$ cat src/hdl/cpp_pkg.sv
`default_nettype none

package cpp_pkg;

  // fixed field widths
  localparam int CHAR_W   = 8;
  localparam int TARGET_W = 3;
  localparam int VALUE_W  = 37;

  typedef logic [VALUE_W-1:0] value_t;

  // one character item handed to the parser
  typedef struct packed {
    logic              fire;
    logic [CHAR_W-1:0] char_code;
    logic              eof;
  } step_t;

  // result produced by the parser for the current item
  typedef struct packed {
    logic                valid;
    logic [TARGET_W-1:0] which_param;
    value_t              value_micro;
    logic                had_digit;
    logic                saturated;
  } result_t;

endpackage

`default_nettype wire

$ cat src/hdl/cell_parameter_text_parser_top.sv
// Cell parameter text parser: takes one text byte per item (in_tuser set marks end of
// file) and emits one item each time the number after a _cell_length_a/b/c or
// _cell_angle_alpha/beta/gamma keyword ends, as the value times 10^FRAC_DIGITS with the
// integer part clamped at INT_DIGITS nines. Throughput is one item per clock while the out
// channel is not stalled. A result is offered on the out channel once its closing character
// has passed through the input register and the per-character parser step has loaded the
// result register. The parser step is a small state machine plus a times-ten accumulate,
// done combinationally ahead of the result register.
`default_nettype none

module cell_parameter_text_parser_top #(
  parameter int FRAC_DIGITS = 6,
  parameter int INT_DIGITS  = 5
) (
  input  wire         clk,
  input  wire         rst_n,
  input  wire         in_tvalid,
  output logic        in_tready,
  input  wire  [7:0]  in_tdata,   // char_code[7:0]
  input  wire         in_tuser,   // end_of_file
  output logic        out_tvalid,
  input  wire         out_tready,
  output logic [39:0] out_tdata,  // value_micro[36:0], zero fill[39:37]
  output logic [4:0]  out_tuser   // which_param[2:0], had_digit[3], saturated[4]
);
  import cpp_pkg::*;

  logic        in_valid_r;
  logic [7:0]  in_char_r;
  logic        in_eof_r;
  logic        fire;
  step_t       step;
  result_t     result;

  logic                out_valid_r;
  logic [TARGET_W-1:0] out_which_r;
  value_t              out_value_r;
  logic                out_had_r;
  logic                out_sat_r;

  // the parser steps when the result register can take whatever it produces
  assign fire      = in_valid_r && (!out_valid_r || out_tready);
  assign in_tready = !in_valid_r || fire;

  // input register
  always_ff @(posedge clk) begin
    if (!rst_n) begin
      in_valid_r <= 1'b0;
    end else if (in_tvalid && in_tready) begin
      in_valid_r <= 1'b1;
    end else if (fire) begin
      in_valid_r <= 1'b0;
    end
  end

  always_ff @(posedge clk) begin
    if (in_tvalid && in_tready) begin
      in_char_r <= in_tdata;
      in_eof_r  <= in_tuser;
    end
  end

  assign step.fire      = fire;
  assign step.char_code = in_char_r;
  assign step.eof       = in_eof_r;

  cpp_parser #(
    .FRAC_DIGITS (FRAC_DIGITS),
    .INT_DIGITS  (INT_DIGITS)
  ) u_parser (
    .clk      (clk),
    .rst_n    (rst_n),
    .step_i   (step),
    .result_o (result)
  );

  // result register
  always_ff @(posedge clk) begin
    if (!rst_n) begin
      out_valid_r <= 1'b0;
    end else if (fire) begin
      out_valid_r <= result.valid;
    end else if (out_tready) begin
      out_valid_r <= 1'b0;
    end
  end

  always_ff @(posedge clk) begin
    if (fire && result.valid) begin
      out_which_r <= result.which_param;
      out_value_r <= result.value_micro;
      out_had_r   <= result.had_digit;
      out_sat_r   <= result.saturated;
    end
  end

  assign out_tvalid = out_valid_r;
  assign out_tdata  = {3'b000, out_value_r};
  assign out_tuser  = {out_sat_r, out_had_r, out_which_r};

endmodule

`default_nettype wire

$ cat src/hdl/cpp_parser.sv
`default_nettype none

module cpp_parser #(
  parameter int FRAC_DIGITS = 6,
  parameter int INT_DIGITS  = 5
) (
  input  wire              clk,
  input  wire              rst_n,
  input  cpp_pkg::step_t   step_i,
  output cpp_pkg::result_t result_o
);
  import cpp_pkg::*;

  // parser states
  typedef enum logic [7:0] {
    S_WAIT   = 8'b0000_0001,
    S_NEW    = 8'b0000_0010,
    S_MATCH  = 8'b0000_0100,
    S_SKIP   = 8'b0000_1000,
    S_CELL   = 8'b0001_0000,
    S_LENGTH = 8'b0010_0000,
    S_ANGLE  = 8'b0100_0000,
    S_NUMBER = 8'b1000_0000
  } state_t;

  typedef value_t weight_tab_t [16];

  // keyword words, sharing codes with the parameter targets
  localparam logic [2:0] W_ELL   = 3'd0;
  localparam logic [2:0] W_ENGTH = 3'd1;
  localparam logic [2:0] W_NGLE  = 3'd2;
  localparam logic [2:0] W_LPHA  = 3'd3;
  localparam logic [2:0] W_ETA   = 3'd4;
  localparam logic [2:0] W_AMMA  = 3'd5;

  localparam logic [2:0] T_A     = 3'd0;
  localparam logic [2:0] T_B     = 3'd1;
  localparam logic [2:0] T_C     = 3'd2;

  // characters
  localparam logic [7:0] CH_UNDER = 8'h5F;
  localparam logic [7:0] CH_POINT = 8'h2E;
  localparam logic [7:0] CH_ZERO  = 8'd48;
  localparam logic [7:0] CH_NINE  = 8'd57;
  localparam logic [7:0] CH_A     = 8'h61;
  localparam logic [7:0] CH_B     = 8'h62;
  localparam logic [7:0] CH_C     = 8'h63;
  localparam logic [7:0] CH_E     = 8'h65;
  localparam logic [7:0] CH_G     = 8'h67;
  localparam logic [7:0] CH_H     = 8'h68;
  localparam logic [7:0] CH_L     = 8'h6C;
  localparam logic [7:0] CH_M     = 8'h6D;
  localparam logic [7:0] CH_N     = 8'h6E;
  localparam logic [7:0] CH_P     = 8'h70;
  localparam logic [7:0] CH_T     = 8'h74;

  function automatic logic [63:0] pow10(input int n);
    logic [63:0] v;
    v = 64'd1;
    for (int i = 0; i < 19; i++) begin
      if (i < n) v = v * 64'd10;
    end
    return v;
  endfunction

  // weight of each fraction digit position, zero past the last one
  function automatic weight_tab_t weight_table();
    weight_tab_t t;
    logic [63:0] p;
    for (int i = 0; i < 16; i++) begin
      p = pow10(FRAC_DIGITS - 1 - i);
      t[i] = (i < FRAC_DIGITS) ? p[VALUE_W-1:0] : '0;
    end
    return t;
  endfunction

  function automatic logic [2:0] word_len(input logic [2:0] w);
    logic [2:0] n;
    case (w)
      W_ELL:   n = 3'd3;
      W_ENGTH: n = 3'd5;
      W_NGLE:  n = 3'd4;
      W_LPHA:  n = 3'd4;
      W_ETA:   n = 3'd3;
      W_AMMA:  n = 3'd4;
      default: n = 3'd0;
    endcase
    return n;
  endfunction

  function automatic logic [7:0] word_char(input logic [2:0] w, input logic [2:0] i);
    logic [7:0] c;
    c = 8'h00;
    case (w)
      W_ELL: begin
        case (i)
          3'd0:    c = CH_E;
          default: c = CH_L;
        endcase
      end
      W_ENGTH: begin
        case (i)
          3'd0:    c = CH_E;
          3'd1:    c = CH_N;
          3'd2:    c = CH_G;
          3'd3:    c = CH_T;
          default: c = CH_H;
        endcase
      end
      W_NGLE: begin
        case (i)
          3'd0:    c = CH_N;
          3'd1:    c = CH_G;
          3'd2:    c = CH_L;
          default: c = CH_E;
        endcase
      end
      W_LPHA: begin
        case (i)
          3'd0:    c = CH_L;
          3'd1:    c = CH_P;
          3'd2:    c = CH_H;
          default: c = CH_A;
        endcase
      end
      W_ETA: begin
        case (i)
          3'd0:    c = CH_E;
          3'd1:    c = CH_T;
          default: c = CH_A;
        endcase
      end
      W_AMMA: begin
        case (i)
          3'd0:    c = CH_A;
          3'd1:    c = CH_M;
          3'd2:    c = CH_M;
          default: c = CH_A;
        endcase
      end
      default: c = 8'h00;
    endcase
    return c;
  endfunction

  localparam int          LIMIT       = 10**INT_DIGITS - 1;
  localparam int          IW          = $clog2(LIMIT + 1);
  localparam logic [63:0] SCALE64     = pow10(FRAC_DIGITS);
  localparam logic [63:0] SAT64       = 64'(LIMIT) * SCALE64;
  localparam value_t      SCALE       = SCALE64[VALUE_W-1:0];
  localparam value_t      SAT_VALUE   = SAT64[VALUE_W-1:0];
  localparam weight_tab_t FRAC_WEIGHT = weight_table();

  state_t      state_r,       state_nxt;
  logic [2:0]  word_index_r,  word_index_nxt;
  logic [2:0]  pending_r,     pending_nxt;
  value_t      value_r,       value_nxt;
  logic [IW-1:0] int_r,       int_nxt;
  logic [3:0]  frac_count_r,  frac_count_nxt;
  logic        seen_point_r,  seen_point_nxt;
  logic        seen_digit_r,  seen_digit_nxt;
  logic        sat_r,         sat_nxt;

  logic [7:0]    ch;
  logic [7:0]    ch_off;
  logic [3:0]    digit;
  logic          is_digit;
  logic [IW+3:0] int_ext;
  logic [IW+3:0] int_tent;
  logic          int_over;
  value_t        value_int;
  value_t        value_frac;
  logic [2:0]    index_inc;
  logic          start_number;
  logic [2:0]    start_target;
  logic          emit;

  // digit decode
  assign ch       = step_i.char_code;
  assign ch_off   = ch - CH_ZERO;
  assign digit    = ch_off[3:0];
  assign is_digit = (ch >= CH_ZERO) && (ch <= CH_NINE);

  // integer part: times ten plus digit, with saturation test
  assign int_ext   = {4'b0000, int_r};
  assign int_tent  = (int_ext << 3) + (int_ext << 1) + {{IW{1'b0}}, digit};
  assign int_over  = sat_r || (int_tent > (IW+4)'(LIMIT));
  assign value_int = (value_r << 3) + (value_r << 1) + value_t'(digit) * SCALE;

  // fraction part: add the digit at its position weight
  assign value_frac = value_r + value_t'(digit) * FRAC_WEIGHT[frac_count_r];

  assign index_inc = word_index_r + 3'd1;

  // next state for one character
  always_comb begin
    state_nxt      = state_r;
    word_index_nxt = word_index_r;
    pending_nxt    = pending_r;
    value_nxt      = value_r;
    int_nxt        = int_r;
    frac_count_nxt = frac_count_r;
    seen_point_nxt = seen_point_r;
    seen_digit_nxt = seen_digit_r;
    sat_nxt        = sat_r;
    start_number   = 1'b0;
    start_target   = pending_r;
    emit           = 1'b0;

    if (step_i.eof) begin
      emit           = (state_r == S_NUMBER);
      state_nxt      = S_WAIT;
      word_index_nxt = '0;
      pending_nxt    = '0;
      value_nxt      = '0;
      int_nxt        = '0;
      frac_count_nxt = '0;
      seen_point_nxt = 1'b0;
      seen_digit_nxt = 1'b0;
      sat_nxt        = 1'b0;
    end else begin
      unique case (state_r)
        S_NEW: begin
          if (ch == CH_C) begin
            pending_nxt    = W_ELL;
            word_index_nxt = '0;
            state_nxt      = S_MATCH;
          end else if (ch == CH_UNDER) begin
            state_nxt = S_NEW;
          end else begin
            state_nxt = S_WAIT;
          end
        end
        S_MATCH: begin
          if (ch == CH_UNDER) begin
            state_nxt = S_NEW;
          end else if (pending_r > W_AMMA || word_index_r >= word_len(pending_r)) begin
            state_nxt = S_WAIT;
          end else if (ch == word_char(pending_r, word_index_r)) begin
            word_index_nxt = index_inc;
            if (index_inc >= word_len(pending_r)) begin
              if (pending_r < W_LPHA) state_nxt = S_SKIP;
              else start_number = 1'b1;
            end
          end else begin
            state_nxt = S_WAIT;
          end
        end
        S_SKIP: begin
          if (ch == CH_UNDER) begin
            case (pending_r)
              W_ELL:   state_nxt = S_CELL;
              W_ENGTH: state_nxt = S_LENGTH;
              W_NGLE:  state_nxt = S_ANGLE;
              default: state_nxt = S_NEW;
            endcase
          end
        end
        S_CELL: begin
          if (ch == CH_L) begin
            pending_nxt    = W_ENGTH;
            word_index_nxt = '0;
            state_nxt      = S_MATCH;
          end else if (ch == CH_A) begin
            pending_nxt    = W_NGLE;
            word_index_nxt = '0;
            state_nxt      = S_MATCH;
          end else if (ch == CH_UNDER) begin
            state_nxt = S_NEW;
          end else begin
            state_nxt = S_WAIT;
          end
        end
        S_LENGTH: begin
          if (ch == CH_A) begin
            start_number = 1'b1;
            start_target = T_A;
          end else if (ch == CH_B) begin
            start_number = 1'b1;
            start_target = T_B;
          end else if (ch == CH_C) begin
            start_number = 1'b1;
            start_target = T_C;
          end else if (ch == CH_UNDER) begin
            state_nxt = S_NEW;
          end else begin
            state_nxt = S_WAIT;
          end
        end
        S_ANGLE: begin
          if (ch == CH_A) begin
            pending_nxt    = W_LPHA;
            word_index_nxt = '0;
            state_nxt      = S_MATCH;
          end else if (ch == CH_B) begin
            pending_nxt    = W_ETA;
            word_index_nxt = '0;
            state_nxt      = S_MATCH;
          end else if (ch == CH_G) begin
            pending_nxt    = W_AMMA;
            word_index_nxt = '0;
            state_nxt      = S_MATCH;
          end else if (ch == CH_UNDER) begin
            state_nxt = S_NEW;
          end else begin
            state_nxt = S_WAIT;
          end
        end
        S_NUMBER: begin
          if (ch == CH_UNDER) begin
            emit      = 1'b1;
            state_nxt = S_NEW;
          end else if (ch == CH_POINT) begin
            if (!seen_point_r) begin
              seen_point_nxt = 1'b1;
            end else begin
              emit      = 1'b1;
              state_nxt = S_WAIT;
            end
          end else if (is_digit) begin
            seen_digit_nxt = 1'b1;
            if (!seen_point_r) begin
              if (int_over) begin
                int_nxt   = IW'(LIMIT);
                value_nxt = SAT_VALUE;
                sat_nxt   = 1'b1;
              end else begin
                int_nxt   = int_tent[IW-1:0];
                value_nxt = value_int;
              end
            end else if (frac_count_r < 4'(FRAC_DIGITS)) begin
              value_nxt      = value_frac;
              frac_count_nxt = frac_count_r + 4'd1;
            end
          end else if (seen_digit_r) begin
            emit      = 1'b1;
            state_nxt = S_WAIT;
          end
        end
        default: begin
          if (ch == CH_UNDER) state_nxt = S_NEW;
          else state_nxt = S_WAIT;
        end
      endcase

      // clear the number accumulator for a new parameter
      if (start_number) begin
        pending_nxt    = start_target;
        value_nxt      = '0;
        int_nxt        = '0;
        frac_count_nxt = '0;
        seen_point_nxt = 1'b0;
        seen_digit_nxt = 1'b0;
        sat_nxt        = 1'b0;
        state_nxt      = S_NUMBER;
      end
    end
  end

  // result for the current character
  always_comb begin
    result_o.valid       = step_i.fire && emit;
    result_o.which_param = pending_r;
    result_o.value_micro = value_r;
    result_o.had_digit   = seen_digit_r;
    result_o.saturated   = sat_r;
  end

  // parser state registers
  always_ff @(posedge clk) begin
    if (!rst_n) begin
      state_r      <= S_WAIT;
      word_index_r <= '0;
      pending_r    <= '0;
      value_r      <= '0;
      int_r        <= '0;
      frac_count_r <= '0;
      seen_point_r <= 1'b0;
      seen_digit_r <= 1'b0;
      sat_r        <= 1'b0;
    end else if (step_i.fire) begin
      state_r      <= state_nxt;
      word_index_r <= word_index_nxt;
      pending_r    <= pending_nxt;
      value_r      <= value_nxt;
      int_r        <= int_nxt;
      frac_count_r <= frac_count_nxt;
      seen_point_r <= seen_point_nxt;
      seen_digit_r <= seen_digit_nxt;
      sat_r        <= sat_nxt;
    end
  end

endmodule

`default_nettype wire

$ cat config.mk
export PLATFORM = sky130hd
export DESIGN_NAME = cell_parameter_text_parser_top
export DESIGN_NICKNAME = d
export VERILOG_FILES = /design/src/hdl/cpp_pkg.sv /design/src/hdl/cell_parameter_text_parser_top.sv /design/src/hdl/cpp_parser.sv
export SDC_FILE = /design/constraint.sdc
export NUM_CORES = 1
export LEC_CHECK = 0
export ABC_AREA = 1
export BUFFER_PORTS_ARGS = -buffer_cell sky130_fd_sc_hd__buf_2
export CORE_ASPECT_RATIO = 1.4
export CORE_UTILIZATION = 69
export DETAILED_ROUTE_END_ITERATION = 7
export PLACE_DENSITY_LB_ADDON = 0.08
export SLEW_MARGIN = 20
export SYNTH_ARGS = -nofsm -noshare
export SYNTH_HDL_FRONTEND = slang
export SYNTH_SLANG_ARGS = --single-unit
$ cat constraint.sdc
create_clock -name clk -period 7.2 [get_ports clk]
set_clock_uncertainty 0.1 [all_clocks]
set_input_delay 0.36 -clock clk [delete_from_list [all_inputs] [get_ports clk]]
set_output_delay 0.36 -clock clk [all_outputs]
set_load 0.02 [all_outputs]
# [After elaboration in Yosys (flattened, before gate mapping)]
# Memory sizes are Yosys's and may differ from the RTL's.
# Index checks and enable logic that the tools add are counted.
[totals] word_cells=255 mem_bits_ro=592 in_bits=13 out_inout_bits=47 memories=1 reg_bits=128
[classes] reduce_logical=35 order_cmp=9 n_addsub=8 n_mux=135 bitwise_logic=1 mul=2 eq_ne=47
[mem_list] name="(no name shown)" depth=16 word_bits=37 read_ports=1 rd_clocked_by_memory_dff=0 wr=0 line="cpp_parser.sv:191" text="assign value_frac = value_r + value_t'(digit) * FRAC_WEIGHT[frac_count_r];"
[ops] cell="$mux W37" n=11
[ops] cell="$mux W8" n=26
[ops] cell="$mux W17" n=8
[ops] cell="$mux W3" n=29
[ops] cell="$add A37 B37 Y37" n=2
[ops] cell="$eq A8 B7 Y1 const B" n=7
[ops] cell="$pmux W8 S7" n=1
[ops] cell="$pmux W8 S6" n=1
[ops] cell="$mux W4" n=10
[ops] cell="$mux W1" n=39
[ops] cell="$add A37 B24 Y37" n=1
[ops] cell="$mul A4 B37 Y37" n=1
[ops] cell="$add A20 B18 Y21" n=1
[ops] cell="$add A21 B4 Y21" n=1
[ops] cell="$gt A21 B17 Y1 const B" n=1
[ops] cell="$pmux W7 S3" n=1
[ops] cell="$reduce_and A7 Y1" n=3
[ops] cell="$pmux W5 S4" n=1
[ops] cell="$mul A4 B14 Y18 const B" n=1
[ops] cell="$ne A3 B3 Y1 const B" n=6
[ops] cell="$pmux W3 S3" n=2
[ops] cell="$reduce_bool A3 Y1" n=6
[ops] cell="$eq A8 B6 Y1 const B" n=2
[ops] cell="$ne A4 B4 Y1 const B" n=4
[ops] cell="46 further kinds" n=72

# [Depth between registers and ports, before layout]
# Gate-level depths: netlist of the first run.
[depth] ltp_word=27 ltp_mapped=29 ltp_nobuf=29

# [Hierarchy]
# Synthesis of the first run repeated with hierarchy kept, for this count alone.
[unflattened] hier_cells=2074 hier_area_um2=14066.0
[by_module_without_submodules] mod="cpp_parser" seq_area_each_um2=1501.4 area_per_inst_um2=12385.6 cells_each=2000 instances=1
[by_module_without_submodules] mod="cell_parameter_text_parser_top" seq_area_each_um2=1571.5 area_per_inst_um2=1680.4 cells_each=74 instances=1

# [Worst setup path after synthesis of the first run]
# OpenSTA, ideal clock, no wires.
[synth_timing] path_kind="register to register" start="register in_char_r[1]" end="register u_parser.value_r[33]" setup_slack_ns=2.385 synth_period_minus_slack_ns=4.815 required_time_ns=6.968 path_stages_with_launch=25 setup_time_ns=0.132 arrival_ns=4.582 n_path_buf=0 cell_sequence="edfxtp_1 > fa_1 > inv_1 > fa_1 > inv_1 > ha_1 > nand2_1 > o21ai_0 > nand2_1 > nand2_1 > a21oi_1 > xor2_1 > fa_1 > inv_1 > ha_1 > nand2_1 > inv_1 > a21oi_1 > o21ai_0 > a21oi_1 > nand2_1 > a21oi_1 > nand4_1 > nand4_1 > a21oi_1"
[synth_between] elab_chain_cells=12 elab_cells_between_ends=40 cone_classes="4 x add/sub; 2 x mul; 3 x order compare; 9 x eq/ne; 17 x mux; 5 x reduce/logical"
[synth_rtl] item="start: declaration" line="cell_parameter_text_parser_top.sv:29" text="logic [7:0] in_char_r;"
[synth_rtl] item="start signal: assignment" line="cell_parameter_text_parser_top.sv:58" text="in_char_r <= in_tdata;"
[synth_rtl] item="parallel branches: the longest is 12 deep, another holds $mul A4 B37 Y37"
[synth_rtl] item="end signal: assignment" line="cpp_parser.sv:385" text="value_r <= value_nxt;"
[synth_rtl] item="end: declaration" line="cpp_parser.sv:157" text="value_t value_r, value_nxt;"
# Several ways; the timed one is not identified. The select of a mux whose other input is x is not followed.
# A chain may end at the register's enable or synchronous reset.

# [Worst setup path in the final report of the first run]
[layout_timing] start="register in_char_r[0]" end="register u_parser.value_r[31]"
# Same word-level chain as after synthesis.

==> results of run 1 <==
-- cell families after synthesis --
kind of cell,Yosys count,share of synthesized area
simple gates,1018,0.303
buf+inv,399,0.110
compound gates,322,0.120
fa+ha+maj,219,0.225
flops,128,0.216
xor+xnor,44,0.0271
other cells,1,0.000263
-- path summary, 6_finish.rpt --
| kind | startpoint | end | slack [ps] | cells past startpoint |
|---|---|---|---|---|
| max | in_char_r[0] | u_parser.value_r[31] | 1370 | 24 |
| min | in_tdata[3] | in_char_r[3] | 10 | 1 |
| max reg2reg | in_char_r[0] | u_parser.value_r[31] | 1370 | 24 |
| min reg2reg | u_parser.value_r[9] | out_value_r[9] | 370 | 0 |
-- cell usage after synthesis, types with 4 or more instances --
library cell	n	share of area
nand2_1	506	0.13
inv_1	335	0.088
nor2_1	252	0.066
a21oi_1	195	0.069
ha_1	157	0.14
nand3_1	139	0.049
o21ai_0	85	0.030
dfxtp_1	77	0.11
fa_1	62	0.087
edfxtp_1	51	0.11
nand4_1	38	0.017
nor3_1	34	0.012
xor2_1	26	0.016
clkbuf_1	23	0.0061
buf_2	20	0.0070
xnor2_1	18	0.011
a31oi_1	12	0.0053
nand3b_1	12	0.0063
o21bai_1	11	0.0058
nor4_1	9	0.0040
buf_4	8	0.0042
inv_2	8	0.0021
a21o_1	7	0.0037
nand2_2	6	0.0026
nor2_2	4	0.0018
or2_2	4	0.0018
-- metal layers --
metal	up-vias	GRT usage	part of all wire
met5	-	0	0
met4	0	0.311	0.071
met3	257	0.0891	0.088
met2	886	0.742	0.49
met1	6844	0.483	0.35
li1	6961	-	-
-- cells in the final DEF (no fill, tap or decap), types with 6 or more instances in the layout --
master / netlist / final
dlygate4sd3_1: 0 / 6
o21ai_0: 85 / 85
nand3b_1: 12 / 12
buf_2: 20 / 56
a21o_1: 7 / 7
nor3_1: 34 / 34
nand2_2: 6 / 6
nand4_1: 38 / 38
o21bai_1: 11 / 11
ha_1: 157 / 157
fa_1: 62 / 62
a31oi_1: 12 / 12
edfxtp_1: 51 / 51
nand3_1: 139 / 139
nand2_1: 506 / 506
inv_2: 8 / 8
dfxtp_1: 77 / 77
a21oi_1: 195 / 195
nor4_1: 9 / 9
xor2_1: 26 / 26
buf_4: 8 / 8
nor2_1: 252 / 252
inv_1: 335 / 334
clkbuf_16: 0 / 18
xnor2_1: 18 / 18
-- state kept, by name, summed over array words and instances (netlist names) --
signal and count:
out_value_r 37, u_parser.value_r 37, u_parser.int_r 17, in_char_r 8, u_parser.state_r 8, u_parser.frac_count_r 4
out_which_r 3, u_parser.pending_r 3, u_parser.word_index_r 3, in_eof_r 1, in_valid_r 1, out_had_r 1
out_sat_r 1, out_tvalid 1, u_parser.sat_r 1, u_parser.seen_digit_r 1, u_parser.seen_point_r 1
-- layout make-up --
| type | count | area, um2 | area share |
|---|---|---|---|
| Clock buffer | 19 | 454 | 0.0296 |
| Tap cell | 252 | 315 | 0.0205 |
| Inverter | 344 | 1290 | 0.0842 |
| Multi-Input combinational cell | 1606 | 9620 | 0.627 |
| Timing Repair Buffer | 70 | 400 | 0.0261 |
| Clock inverter | 13 | 198 | 0.0129 |
| Sequential cell | 128 | 3070 | 0.200 |
-- metrics by stage --
step | setup WS (ps) | cells | instance area (um2) | utilization | power (mW)
6_report | 1370 | 2432 | 15400 | 0.765 | 2.81
5_1_grt | 983 | 2432 | 15400 | 0.765 | 2.95
4_1_cts | 1470 | 2432 | 15300 | 0.765 | 2.78
3_5_place_dp | 1490 | 2394 | 14600 | 0.729 | 1.80
3_3_place_gp | 1630 | 2394 | 14600 | 0.729 | 1.78
2_1_floorplan | 2390 | 2133 | 14300 | - | 1.54
-- critical path, stage by stage, from the launching register on --
cell	delay (ps)
edfxtp_1	840
inv_1	520
fa_1	640
inv_1	40
ha_1	350
a21oi_1	150
nand2_1	100
a21o_1	160
nand2_1	70
nand2_1	80
xnor2_1	300
fa_1	480
inv_1	80
ha_1	280
inv_1	100
o21bai_1	100
a21oi_1	250
o21ai_0	130
a21oi_1	130
o21ai_0	160
xor2_1	250
nand2_1	90
a21oi_1	200
nor2_1	60
nor2_1	110
-- power by group --
| group | total, mW | switching, mW | internal, mW |
|---|---|---|---|
| Clock | 0.983 | 0.376 | 0.606 |
| Combinational | 1.01 | 0.673 | 0.336 |
| Sequential | 0.815 | 0.0413 | 0.773 |
| Total | 2.81 | 1.09 | 1.72 |
==> flow_metrics.tcl, run 1 <==
set metrics [dict create \
    synth_area_um2 14200 \
    maxSlewViolCount 0 \
    rsz0062_at_grt "false" \
    row_count 61 \
    cts_hold_buffers 6 \
    yosysWarnings 0 \
    syn2layout_area_growth_pct 7.77 \
    insertion_delay_ps 450 \
    synth_cell_types 49 \
    syn_avg_cell_area_um2 6.68 \
    root_buffer "clkbuf_16" \
    grt_usage 0.437 \
    ir_drop_mv 0.220 \
    floorplan.initialDensity 0.710 \
    hold_path.class "in2reg" \
    hold_ws_ps 14.6 \
    worst_pin_slew_ps 1120 \
    tns_ps 0 \
    drt_pass1_iterations 7 \
    status "complete, no violations" \
    place_hpwl_um 33500 \
    antenna_cells 0 \
    drtAntennaViolNets 0 \
    synth_cells 2131 \
    core-area_um2 20100 \
    portBuffers 56 \
    grt_overflow_total 0 \
    drive_gt1_frac 0.0573 \
    gp_congestion 1.03 \
    synth_edf_count 51 \
    synthArstFlopShare 0 \
    yosys_most_used_dff "dfxtp_1" \
    timing_hold_violations_final 0 \
    fmax_mhz 171 \
    final_nets 2399 \
    endpoint_kind "flip-flop" \
    final.min_clock_period_ps 5830 \
    post-cts-setup-buffers 0 \
    ys_ff_latch 128 \
    cp.arrival_ps 6120 \
    cts.clk_slew.worst_paths_ps 60 \
    num-fill-cells 1604 \
    cts_tree "built" \
    clock_sinks 128 \
    power_density_nw_per_um2 183 \
    vias 14900 \
    drt-vias-per-instance 6.15 \
    slew_headroom 0.250 \
    antenna_found_initial 0 \
    drv_cap 0 \
    required_ps 7490 \
    grt_pass1_wl_um 70700 \
    cts_max_level 4 \
    cts_resized 0 \
    drc 0 \
    die_x_um 123 \
    fp.dieH_um 172 \
    fin_crit_sh 0.810 \
    grt_pass1_vias 14500 \
    wl_per_cell_um 18.4 \
    ctsLongestPathBuffers 2 \
    critPathMaxFanout 15 \
    criticalPathCategory "reg2reg" \
    io_pins 60 \
    p_leak_nw 7.78 \
    cp-start-kind "flip-flop" \
    wl_um 44800 \
    yosysSeqAreaShare 0.216 \
    drtIter0Drc 1459 \
    setup_violations 0 \
    dieArea_um2 21200 \
    grt_max_degree 56 \
    cts_made_buffers 17 \
]
Note: power is estimated with default switching activity, not from simulation.
==> inputs of run 2 (changes only) <==
--- a/config.mk
+++ b/config.mk
@@ -8,7 +8,7 @@
 export ABC_AREA = 1
 export BUFFER_PORTS_ARGS = -buffer_cell sky130_fd_sc_hd__buf_2
 export CORE_ASPECT_RATIO = 1.4
-export CORE_UTILIZATION = 69
+export CORE_UTILIZATION = 58
 export DETAILED_ROUTE_END_ITERATION = 7
 export PLACE_DENSITY_LB_ADDON = 0.08
 export SLEW_MARGIN = 20
==> constraint.sdc (replaced) <==
create_clock -name clk -period 5 [get_ports clk]
set_clock_uncertainty 0.1 [all_clocks]
set_input_delay 0.25 -clock clk [delete_from_list [all_inputs] [get_ports clk]]
set_output_delay 0.25 -clock clk [all_outputs]
set_load 0.02 [all_outputs]
==> flow_metrics.tcl, run 2 (synthesized netlist as in run 1, its figures left out) <==
set metrics [dict create \
    cts_max_level 4 \
    syn2layout_area_growth_pct 13.2 \
    power_switching_mw 1.65 \
    fp.dieH_um 187 \
    maxSlewViolCount 0 \
    place_ws_ps -38.8 \
    insertion_delay_ps 440 \
    fin_util 0.670 \
    drt_pass1_iterations 7 \
    drive_gt1_frac 0.112 \
    timing_hold_violations_final 0 \
    drv_cap 0 \
    seqPwrFrac 0.282 \
    cts_made_buffers 17 \
    drt-vias-per-instance 5.69 \
    p_int_mw 2.47 \
    p_leak_nw 8.01 \
    slew_headroom 0.276 \
    criticalPathCategory "reg2reg" \
    worstHoldPathCells 3 \
    grt_max_degree 43 \
    cp-start-kind "flip-flop" \
    final_cells 2543 \
    io_pins 60 \
    final_cell_area_um2 16100 \
    drtIter0Drc 1032 \
    layout_commonest_cell "nand2_1" \
    share_comb_of_total_power 0.405 \
    worst_pin_slew_ps 1090 \
    die_x_um 134 \
    dp_cells 2492 \
    root_buffer "clkbuf_16" \
    drc 0 \
    most-common-layout-cells "nand2_1, inv_1, nor2_1, a21oi_1, ha_1" \
    place_area_um2 15000 \
    switching_share 0.400 \
    cts_tree "built" \
    critPathMaxFanout 4 \
    clock_sinks 128 \
    largestRegisters "out_value_r: 37 flops, u_parser.value_r: 37 flops, u_parser.int_r: 17 flops" \
    wl_um 44900 \
    fmax_mhz 208 \
    cts.clk_slew.worst_paths_ps 60 \
    gp_congestion 0.942 \
    wl_per_cell_um 17.6 \
    final.min_clock_period_ps 4820 \
    power_density_nw_per_um2 255 \
    setup_violations 0 \
    fin_ws_ps 182 \
    grt_overflow_total 0 \
    place_hpwl_um 34500 \
    ctsLongestPathBuffers 2 \
    hold_ws_ps 313 \
    grt_pass1_vias 13800 \
    p_clk_frac 0.313 \
    cp.arrival_ps 5050 \
    required_ps 5230 \
    rsz0062_at_grt "true" \
    core-area_um2 24100 \
    antenna_found_initial 0 \
    floorplan.initialDensity 0.592 \
    grt_usage 0.357 \
    vias 14500 \
    portBuffers 56 \
    reg2reg_depth 27 \
    dieArea_um2 25200 \
    grt_pass1_wl_um 69600 \
    antenna_cells 0 \
    tns_ps 0 \
    num-fill-cells 2223 \
    status "complete, no violations" \
    hold_path.class "in2reg" \
    final_nets 2452 \
    fin_crit_sh 0.964 \
    row_count 67 \
    drtAntennaViolNets 0 \
    endpoint_kind "flip-flop" \
    ir_drop_mv 0.270 \
    finalPower_mw 4.12 \
]
-- run 2: changes by cell type in the layout (fill, tap and decap cells not counted), moves of 8 or more --
cell / delta
buf_4: +45
o21ai_0: -9
a21oi_1: -16
a21oi_2: +16
clkinvlp_4: +8
inv_1: -10
inv_2: +8
nor2_1: -23
nor2_2: +20
-- run 2: cell type report --
cell class	instances	area, um2	area share
clock buffers	20	457	0.0283
inverters	344	1300	0.0808
repair buffers	122	820	0.0508
flip-flops and latches	128	3070	0.191
multi-input cells	1606	9950	0.617
clock inverters	12	134	0.00830
repair inverters	1	7.51	0.000465
well taps	310	388	0.0240
-- run 2: power by group through the flow --
stage / Clock (mW) / Combinational [mW] / Sequential, mW
after floorplan: 0 / 1.05 / 1.17
after global placement: 0 / 1.44 / 1.18
after detailed placement: 0 / 1.46 / 1.18
after CTS: 1.29 / 1.49 / 1.16
after global routing: 1.32 / 1.83 / 1.16
final: 1.29 / 1.67 / 1.16
-- run 2: layer usage --
layer / up-vias / share of wire / wire (um) / track usage
met4: 0 / 0.057 / 2550 / 0.197
li1: 7059 / - / - / -
met2: 517 / 0.51 / 22700 / 0.641
met5: - / 0 / 0 / 0
met1: 6735 / 0.38 / 17200 / 0.402
met3: 162 / 0.053 / 2380 / 0.0507
-- run 2: final timing paths --
| path | startpoint | to | slack [ps] |
|---|---|---|---|
| setup / recovery | in_char_r[3] | u_parser.value_r[28] | 180 |
| hold / removal | rst_n | u_parser.state_r[0] | 310 |
| setup reg to reg | in_char_r[3] | u_parser.value_r[28] | 180 |
| hold reg to reg | u_parser.seen_digit_r | out_had_r | 360 |
-- run 2: repair_timing --
action,in CTS,in global routing
gates resized for setup,3,92
endpoints found under the hold margin,11,0
gates cloned,0,1
endpoints found under the setup margin,7,26
hold buffers,11,0
setup buffers,0,7
pin swaps,0,34
-- run 2: critical path, stage by stage, from the launching register on --
cell and delay (ps):
edfxtp_1 420, fa_1 600, inv_2 50, fa_1 490, inv_2 50, ha_4 230
buf_4 130, xor2_1 170, fa_1 490, inv_1 50, ha_1 360, nand2_1 80
nand2_1 100, o21bai_1 240, a21oi_1 140, nand2_1 150, nand2_1 100, nand2_1 80
nand2_1 90, nand2_1 50, nand2_1 60, nand2_1 70, nand3_1 90, nand2_1 60
nand2_1 70, nand3_1 60, nand2_1 70, nor2_1 40
